### config.mk
export PLATFORM = sky130hd
export DESIGN_NAME = personal_id_number_validator_core
export DESIGN_NICKNAME = d
export VERILOG_FILES = /design/src/rtl/core/pnv_pkg.sv /design/src/rtl/core/pnv_accum.sv /design/src/rtl/core/pnv_check.sv /design/src/rtl/core/personal_id_number_validator_core.sv
export SDC_FILE = /design/constraint.sdc
export NUM_CORES = 1
export LEC_CHECK = 0
export CORE_MARGIN = 2
export CORE_UTILIZATION = 40
export CTS_BUF_LIST = sky130_fd_sc_hd__clkbuf_4
export DETAILED_ROUTE_END_ITERATION = 12
export DONT_BUFFER_PORTS = 1
export PLACE_DENSITY = 0.52
export SLEW_MARGIN = 0
export SYNTH_ARGS = -nofsm -noshare
export SYNTH_HDL_FRONTEND = slang
export SYNTH_SLANG_ARGS = --single-unit
export TNS_END_PERCENT = 5
### constraint.sdc
create_clock -name aclk -period 18.5 [get_ports aclk]
set_input_delay 3.7 -clock aclk [delete_from_list [all_inputs] [get_ports aclk]]
set_output_delay 3.7 -clock aclk [all_outputs]
set_load 0.02 [all_outputs]
### src/rtl/core/pnv_pkg.sv
// Shared types, constants and helper functions for the personal ID number validator.
`timescale 1ns / 1ps
`default_nettype none

package pnv_pkg;

    localparam logic [7:0] CHAR_ZERO   = 8'd48;
    localparam logic [7:0] CHAR_NINE   = 8'd57;
    localparam logic [3:0] NUM_CHARS   = 4'd10;
    localparam logic [3:0] COUNT_MAX   = 4'd11;
    localparam logic [3:0] SUM_CHARS   = 4'd9;
    localparam logic [3:0] POS_MONTH   = 4'd2;
    localparam logic [3:0] POS_DAY     = 4'd4;
    localparam logic [3:0] POS_TAIL    = 4'd6;
    localparam logic [3:0] MOD_BASE    = 4'd11;
    localparam logic [3:0] REM_TEN     = 4'd10;
    localparam logic [6:0] MONTH_MAX   = 7'd12;
    localparam logic [6:0] MONTH_SHIFT = 7'd40;
    localparam logic [6:0] DAYS_31     = 7'd31;
    localparam logic [6:0] DAYS_30     = 7'd30;
    localparam logic [6:0] DAYS_29     = 7'd29;
    localparam logic [6:0] DAYS_28     = 7'd28;

    // running state after one character is absorbed
    typedef struct packed {
        logic [3:0] char_count;
        logic       all_digits;
        logic [3:0] sum_mod;
        logic [6:0] year;
        logic [6:0] month;
        logic [6:0] day;
        logic [3:0] check_digit;
    } pnv_acc_t;

    function automatic logic [3:0] pnv_weight(input logic [3:0] pos);
        logic [3:0] w;
        case (pos)
            4'd0:    w = 4'd2;
            4'd1:    w = 4'd4;
            4'd2:    w = 4'd8;
            4'd3:    w = 4'd5;
            4'd4:    w = 4'd10;
            4'd5:    w = 4'd9;
            4'd6:    w = 4'd7;
            4'd7:    w = 4'd3;
            4'd8:    w = 4'd6;
            default: w = 4'd0;
        endcase
        return w;
    endfunction

    // x mod 11 for x <= 100: reciprocal 94/1024 then one correction-free subtract
    function automatic logic [3:0] pnv_mod11(input logic [6:0] x);
        logic [13:0] prod;
        logic [3:0]  q;
        logic [6:0]  r;
        prod = 14'(x) * 14'd94;
        q    = prod[13:10];
        r    = x - 7'(q) * 7'(MOD_BASE);
        return r[3:0];
    endfunction

endpackage

`default_nettype wire

### src/rtl/core/pnv_accum.sv
// Per-character state update: count, digit flag, checksum remainder and date fields.
`timescale 1ns / 1ps
`default_nettype none

module pnv_accum (
    input  wire logic              aclk,
    input  wire logic              aresetn,
    input  wire logic              step,
    input  wire logic [7:0]        character,
    input  wire logic              last,
    output pnv_pkg::pnv_acc_t      acc_next
);
    import pnv_pkg::*;

    logic [3:0] count_reg, count_next;
    logic       digits_reg, digits_next;
    logic [3:0] sum_reg, sum_next;
    logic [6:0] year_reg, year_next;
    logic [6:0] month_reg, month_next;
    logic [6:0] day_reg, day_next;

    logic       is_digit;
    logic [7:0] char_off;
    logic [3:0] d;
    logic [7:0] prod;
    logic [6:0] dec_base;
    logic [6:0] dec_val;

    assign is_digit = (character >= CHAR_ZERO) && (character <= CHAR_NINE);
    assign char_off = character - CHAR_ZERO;
    assign d        = is_digit ? char_off[3:0] : 4'd0;
    assign prod     = 8'(d) * 8'(pnv_weight(count_reg));

    always_comb begin
        if (count_reg < POS_MONTH) begin
            dec_base = year_reg;
        end else if (count_reg < POS_DAY) begin
            dec_base = month_reg;
        end else begin
            dec_base = day_reg;
        end
    end

    assign dec_val = 7'(dec_base * 7'd10) + 7'(d);

    always_comb begin
        digits_next = digits_reg;
        sum_next    = sum_reg;
        year_next   = year_reg;
        month_next  = month_reg;
        day_next    = day_reg;
        if (count_reg < NUM_CHARS) begin
            if (!is_digit) begin
                digits_next = 1'b0;
            end
            if (count_reg < SUM_CHARS) begin
                sum_next = pnv_mod11(7'(sum_reg) + prod[6:0]);
            end
            if (count_reg < POS_MONTH) begin
                year_next = dec_val;
            end else if (count_reg < POS_DAY) begin
                month_next = dec_val;
            end else if (count_reg < POS_TAIL) begin
                day_next = dec_val;
            end
        end
        count_next = (count_reg < COUNT_MAX) ? count_reg + 4'd1 : count_reg;
    end

    always_comb begin
        acc_next.char_count  = count_next;
        acc_next.all_digits  = digits_next;
        acc_next.sum_mod     = sum_next;
        acc_next.year        = year_next;
        acc_next.month       = month_next;
        acc_next.day         = day_next;
        acc_next.check_digit = d;
    end

    always_ff @(posedge aclk) begin
        if (!aresetn) begin
            count_reg  <= 4'd0;
            digits_reg <= 1'b1;
            sum_reg    <= 4'd0;
            year_reg   <= 7'd0;
            month_reg  <= 7'd0;
            day_reg    <= 7'd0;
        end else if (step) begin
            if (last) begin
                count_reg  <= 4'd0;
                digits_reg <= 1'b1;
                sum_reg    <= 4'd0;
                year_reg   <= 7'd0;
                month_reg  <= 7'd0;
                day_reg    <= 7'd0;
            end else begin
                count_reg  <= count_next;
                digits_reg <= digits_next;
                sum_reg    <= sum_next;
                year_reg   <= year_next;
                month_reg  <= month_next;
                day_reg    <= day_next;
            end
        end
    end

endmodule

`default_nettype wire

### src/rtl/core/pnv_check.sv
// Final validity test: length, digits, month, day range and check digit.
`timescale 1ns / 1ps
`default_nettype none

module pnv_check (
    input  wire pnv_pkg::pnv_acc_t acc,
    output logic                   valid_res
);
    import pnv_pkg::*;

    logic [6:0] month_eff;
    logic [6:0] month_len;
    logic [3:0] rem;

    always_comb begin
        if (acc.month > MONTH_MAX) begin
            month_eff = acc.month - MONTH_SHIFT;
        end else begin
            month_eff = acc.month;
        end
    end

    // wrapped values of raw months 13..39 land far above 12, raw 40 lands on 0; all invalid
    always_comb begin
        case (month_eff)
            7'd1, 7'd3, 7'd5, 7'd7, 7'd8, 7'd10, 7'd12: month_len = DAYS_31;
            7'd4, 7'd6, 7'd9, 7'd11:                   month_len = DAYS_30;
            7'd2:    month_len = (acc.year[1:0] == 2'd0) ? DAYS_29 : DAYS_28;
            default: month_len = 7'd0;
        endcase
    end

    assign rem = (acc.sum_mod == REM_TEN) ? 4'd0 : acc.sum_mod;

    assign valid_res = (acc.char_count == NUM_CHARS) && acc.all_digits
                     && (month_len != 7'd0) && (acc.day != 7'd0)
                     && (acc.day <= month_len) && (rem == acc.check_digit);

endmodule

`default_nettype wire

### src/rtl/core/personal_id_number_validator_core.sv
// Top level of the personal ID number validator: input register, update logic, result register.
//
//   channel | direction | tdata              | tlast         | tuser
//   s_axis  | in        | [7:0] character    | end_of_string | -
//   m_axis  | out       | [0] valid_res      | -             | -
//
// One character is taken per cycle unless the result is stalled; the final character
// passes the input register and its result is then captured in the result register.
// Throughput is set by the single update step between the input and result registers.
// aresetn (synchronous, active low) clears the string state and both valid flags.
// A stalled result holds both stages; s_axis_tready drops only while both are full.
`timescale 1ns / 1ps
`default_nettype none

module personal_id_number_validator_core (
    input  wire logic       aclk,
    input  wire logic       aresetn,
    input  wire logic       s_axis_tvalid,
    output logic            s_axis_tready,
    input  wire logic [7:0] s_axis_tdata,   // [7:0] character
    input  wire logic       s_axis_tlast,
    output logic            m_axis_tvalid,
    input  wire logic       m_axis_tready,
    output logic [7:0]      m_axis_tdata    // [0] valid_res, [7:1] zero
);
    import pnv_pkg::*;

    logic       in_valid_reg;
    logic [7:0] in_char_reg;
    logic       in_last_reg;
    logic       res_valid_reg, res_valid_next;
    logic       res_reg;

    logic       advance;
    logic       step;
    pnv_acc_t   acc_next;
    logic       check_ok;

    assign advance       = !res_valid_reg || m_axis_tready;
    assign s_axis_tready = !in_valid_reg || advance;
    assign step          = in_valid_reg && advance;

    pnv_accum u_accum (
        .aclk      (aclk),
        .aresetn   (aresetn),
        .step      (step),
        .character (in_char_reg),
        .last      (in_last_reg),
        .acc_next  (acc_next)
    );

    pnv_check u_check (
        .acc       (acc_next),
        .valid_res (check_ok)
    );

    assign res_valid_next = advance ? (step && in_last_reg) : res_valid_reg;

    always_ff @(posedge aclk) begin
        if (!aresetn) begin
            in_valid_reg  <= 1'b0;
            res_valid_reg <= 1'b0;
        end else begin
            if (s_axis_tready) begin
                in_valid_reg <= s_axis_tvalid;
            end
            res_valid_reg <= res_valid_next;
        end
    end

    always_ff @(posedge aclk) begin
        if (s_axis_tvalid && s_axis_tready) begin
            in_char_reg <= s_axis_tdata;
            in_last_reg <= s_axis_tlast;
        end
        if (step && in_last_reg) begin
            res_reg <= check_ok;
        end
    end

    assign m_axis_tvalid = res_valid_reg;
    assign m_axis_tdata  = {7'd0, res_reg};

endmodule

`default_nettype wire
# --- Word level (Yosys, flattened, before mapping) ---
# Memory sizes are Yosys's and may differ from the RTL's. A register that Yosys moved wholly into a read port is not among the register bits.
# Cells that the tools add are included.
totals:
  memories: 1
  romBits: 64
  output_inout_bits: 10
  in_bits: 13
  regBits: 42
  wordCells: 98
mem_list:
  columns: ["name", "depth", "word_bits", "read_ports", "rd_ports_with_merged_regs", "write_ports", "line_no", "rtl"]
  rows:
  - ["(no name shown)", 16, 4, 1, 1, 0, "pnv_pkg.sv:37", "case (pos)"]
classes:
  n_reduce_logical: 21
  order_cmp: 10
  addsub: 6
  n_eq_ne: 15
  muxes: 29
  multipliers: 4
ops:
  columns: ["op", "count"]
  rows:
  - ["$mux W7", 15]
  - ["$mux W4", 9]
  - ["$eq A7 B4 Y1 const B", 5]
  - ["$eq A7 B3 Y1 const B", 4]
  - ["$pmux W7 S3", 1]
  - ["$eq A7 B2 Y1 const B", 2]
  - ["$reduce_bool A7 Y1", 2]
  - ["$mul A7 B6 Y13 const B", 1]
  - ["$lt A4 B4 Y1 const B", 3]
  - ["$logic_and A1 B1 Y1", 9]
  - ["$eq A4 B4 Y1 const B", 2]
  - ["$ge A8 B6 Y1 const B", 1]
  - ["$le A8 B6 Y1 const B", 1]
  - ["$lt A4 B3 Y1 const B", 2]
  - ["$add A4 B7 Y7", 1]
  - ["$add A7 B4 Y7", 1]
  - ["$eq A7 B1 Y1 const B", 1]
  - ["$gt A7 B4 Y1 const B", 1]
  - ["$le A7 B7 Y1", 1]
  - ["$mul A4 B4 Y7", 1]
  - ["$mul A7 B3 Y6 const B", 1]
  - ["$reduce_or A7 Y1", 1]
  - ["$sub A7 B6 Y7 const B", 1]
  - ["$add A4 B1 Y4 const B", 1]
  - ["12 further kinds", 18]

# --- Depth between registers and ports, before layout ---
depth:
  word_depth: 18
  ltp_mapped: 39

# --- By module ---
# From an unflattened synthesis, not the netlist that was laid out.
hier_totals:
  cells_unflattened: 547
  area_unflattened_um2: 4853.4
modules_own_cells:
  columns: ["mod", "instances", "area_per_inst_um2", "cells_each"]
  rows:
  - ["pnv_accum", 1, 3804.9, 434]
  - ["pnv_check", 1, 571.8, 81]
  - ["personal_id_number_validator_core", 1, 476.7, 32]

# --- Least setup slack after synthesis ---
# OpenSTA, ideal clock, no wires.
synth_timing:
  path_kind: "reg-to-reg"
  from: "reg in_char_reg[1]"
  to: "reg res_reg, data pin"
  synth_period_minus_slack_ps: 9270
  required_ps: 18331
  setup_ps: 169
  path_buffers: 1
  arrival_time_ps: 9101
  path_stages_with_launch: 38
  setup_slack_ps: 9230
  path_cell_list: "edfxtp_1 -> o21ai_0 -> and3_1 -> clkbuf_1 -> nand2_1 -> fa_1 -> fa_1 -> fa_1 -> inv_1 -> ha_1 -> a21oi_1 -> o21bai_1 -> a21oi_1 -> xnor2_1 -> inv_1 -> fa_1 -> inv_1 -> fa_1 -> (+2 left out) -> ha_1 -> nand4_1 -> nor3b_1 -> o31ai_1 -> a21boi_0 -> nor2_1 -> ha_1 -> inv_1 -> fa_1 -> inv_1 -> fa_1 -> xnor2_1 -> nand2_1 -> o21ai_0 -> xor2_1 -> o2111ai_1 -> or4_1 -> nor4b_2"
synth_between:
  elab_chain_cells: 17
  word_cells_on_any_way: 55
  cone_classes: "add/sub: 5; mul: 3; order compare: 4; eq/ne: 14; mux: 18; reduce/logical: 11"
synth_lines:
  columns: ["item", "line_no", "rtl"]
  rows:
  - ["start: declaration", "personal_id_number_validator_core.sv:29", "logic [7:0] in_char_reg;"]
  - ["start signal: assignment", "personal_id_number_validator_core.sv:73", "in_char_reg <= s_axis_tdata;"]
  - ["branches (longest 16 deep; another with $mul A7 B6 Y13)", null, null]
  - ["$logic_and A1 B1 Y1 *", "pnv_check.sv:37", "&& (acc.day <= month_len) && (rem == acc.check_digit);"]
  - ["net check_ok", "personal_id_number_validator_core.sv:37", "logic check_ok;"]
  - ["end signal: assignment", "personal_id_number_validator_core.sv:77", "res_reg <= check_ok;"]
  - ["end: declaration", "personal_id_number_validator_core.sv:32", "logic res_reg;"]
# Mark *: on every way through the listed nets, which the timed path passes. The select of a mux whose other input is x is not followed.
# A chain may end at the register's enable or synchronous reset.

# --- Worst setup path in the final report ---
# Ends and elaborated chain as after synthesis.

==> flow_summary.json <==
{
  "synth_common_cells": "inv_1 (60), ha_1 (59), nand2_1 (40), dfxtp_1 (35)",
  "synth_seq_area_share": 0.2180,
  "fin_tns_setup_ns": 0,
  "dr.first_iter.drc_count": 170,
  "root_buffer": "clkbuf_4",
  "vdd_ir_drop_max_v": 0.00003204,
  "grt_pass1_wl_um": 16980,
  "dieArea_sq_mm": 0.01235,
  "ios": 23,
  "postCtsHoldBufs": 0,
  "cp_slowest_cell": "fa_1",
  "cts.clk_slew.worst_paths_ns": 0.17,
  "ctsResizeCount": 0,
  "cpMostUsedCell": "fa_1",
  "hold_viol_final": 0,
  "p_total_uw": 177.6,
  "synth_area_leader_cell": "ha_1",
  "cts_tree": "yes",
  "track_usage": 0.1674,
  "vias_per_cell": 5.231,
  "pwr_density_cell_mw_per_mm2": 37.69,
  "period_needed_ns": 9.849,
  "setup_viol": 0,
  "post_cts_buffers": 0,
  "nNetsFinal": 600,
  "yosysMostFrequentCell": "inv_1",
  "syn2layout_area_growth_pct": 2.643,
  "status": "finished clean",
  "wl_per_cell_um": 15.19,
  "remaining_drc_errors": 0,
  "io_buffers": 0,
  "max-clock-path-buffers": 2,
  "die_x_um": 111.1,
  "yosysWarnings": 0,
  "hold_ws_ns": 0.4818,
  "synthDistinctLibCells": 69,
  "min_period_over_period": 0.5324,
  "wl_um": 9874,
  "netlist_area_sq_mm": 0.004592,
  "crit_path_end_kind": "register",
  "grt_pass1_vias": 3471,
  "rows": 39,
  "fmax_mhz": 101.5,
  "setup.worst_path.start_class": "register",
  "synth_top_area_share": 0.1608,
  "syn_area_per_cell_sq_um": 8.882,
  "gp_congestion": 0.8382,
  "synth-seq-cells": 45,
  "drive_gt1_frac": 0.05325,
  "rsz0062_at_grt": "false",
  "ant_nets": 0,
  "p_leak_nw": 2.226,
  "first_pass_iters": 4,
  "maxCapViolCount": 0,
  "htreeDepth": 2,
  "clkLatencyLatePin_ns": 0.38,
  "max_stage_delay_ns": 0.57,
  "worstMarginPinSlew_ns": 1.110,
  "syn_inst": 517,
  "cp_max_fo": 9,
  "die_height_um": 111.1,
  "diodes": 0,
  "critPathKind": "register to register",
  "num_vias": 3400,
  "dp_hpwl_um": 7817,
  "cts.sinks": 45,
  "design_area_sq_mm": 0.004713,
  "core-area_sq_mm": 0.01132,
  "async_flop_share": 0,
  "slew_viol_final": 0,
  "worstPathRequired_ns": 18.73,
  "start_util": 0.4056,
  "antenna_found_initial": 0,
  "fillerInstances": 1154,
  "synth_edf_count": 10,
  "post_dp_cell_area_sq_mm": 0.004647,
  "critPathArrivalTime_ns": 10.07,
  "largest_reg_flops": 8,
  "hold_path.class": "register to register",
  "grt_start_max_net_pins": 35,
  "synthTopCellsByArea": "ha_1 (16%), dfxtp_1 (15%), fa_1 (9.6%), edfxtp_1 (6.5%), inv_1 (4.9%)",
  "fin_skew_ns": 0.005266,
  "cts_inserted_buffers": 5,
  "maxSlewHeadroom": 0.2572,
  "overflow": 0,
  "synthFlopType": "dfxtp_1"
}
[cells by family after synthesis]
logic type	count (synthesis)	share of synthesized area
simple gates	157	0.1896
flops	45	0.2180
mux	18	0.04033
compound gates	99	0.1488
buf+inv	85	0.08174
fa+ha+maj	82	0.2589
other cells	1	0.0008167
xor+xnor	30	0.06185
[worst max-delay path, delay by kind of cell (launching register included)]
kind | cells | cell delay (ns)
buffers and inverters | 7 | 0.50
adder cells (fa/ha/maj) | 11 | 4.89
XOR/XNOR | 3 | 0.60
AO/OA/AOI/OAI | 8 | 1.72
flip-flops | 1 | 0.44
AND/OR/NAND/NOR | 7 | 1.55
[final cells by class]
class / count / area, sq um / share of cell area
sequential: 45 / 1001 / 0.2124
tap: 143 / 178.9 / 0.03796
multi-input combinational: 393 / 3238 / 0.6870
clock buffer: 5 / 37.54 / 0.007964
clock inverter: 3 / 28.78 / 0.006106
inverter: 61 / 229.0 / 0.04858
[metal layers]
layer,track usage,share of wire
met1,0.2428,0.51
met5,0,0
met3,0.02952,0.041
met2,0.2630,0.44
met4,0.03374,0.010
[path summary, 6_finish.rpt]
| path | from | to | slack [ns] | depth (start not counted) |
|---|---|---|---|---|
| max reg2reg | in_char_reg[1] | res_reg | 8.65 | 36 |
| min reg2reg | u_accum.year_reg[3] | u_accum.year_reg[3] | 0.48 | 2 |
| min | u_accum.year_reg[3] | u_accum.year_reg[3] | 0.48 | 2 |
| max | in_char_reg[1] | res_reg | 8.65 | 36 |
[metrics by stage]
step | worst slack, ns | std cells | utilization
global route | 7.930 | 650 | 0.4163
CTS | 8.581 | 650 | 0.4163
finish | 8.651 | 650 | 0.4163
floorplan | 9.230 | 523 | -
detailed placement | 8.641 | 642 | 0.4105
global placement | 8.863 | 642 | 0.4105
[power breakdown]
group,internal [mW],switching [mW],leakage (nW)
Sequential,0.103,0.00169,0.379
Clock,0.0169,0.0409,0.0381
Combinational,0.00536,0.0102,1.81
[cells in the final DEF (no fill, tap or decap), drive strengths merged, types with 4 or more instances in the layout]
cell type / instances
ha: 59
a32oi: 4
and2: 26
xor2: 5
inv: 63
a22oi: 13
nor3b: 4
xnor2: 24
dfxtp: 35
and3: 7
a21boi: 5
nor2b: 25
a21o: 7
fa: 22
clkbuf: 5
mux2: 4
nand2b: 5
nor2: 25
o211ai: 4
nor3: 7
conb: 7
o21ai: 24
nand2: 40
a21oi: 22
mux2i: 14
edfxtp: 10
No activity file was read; power rests on OpenSTA's default activity.
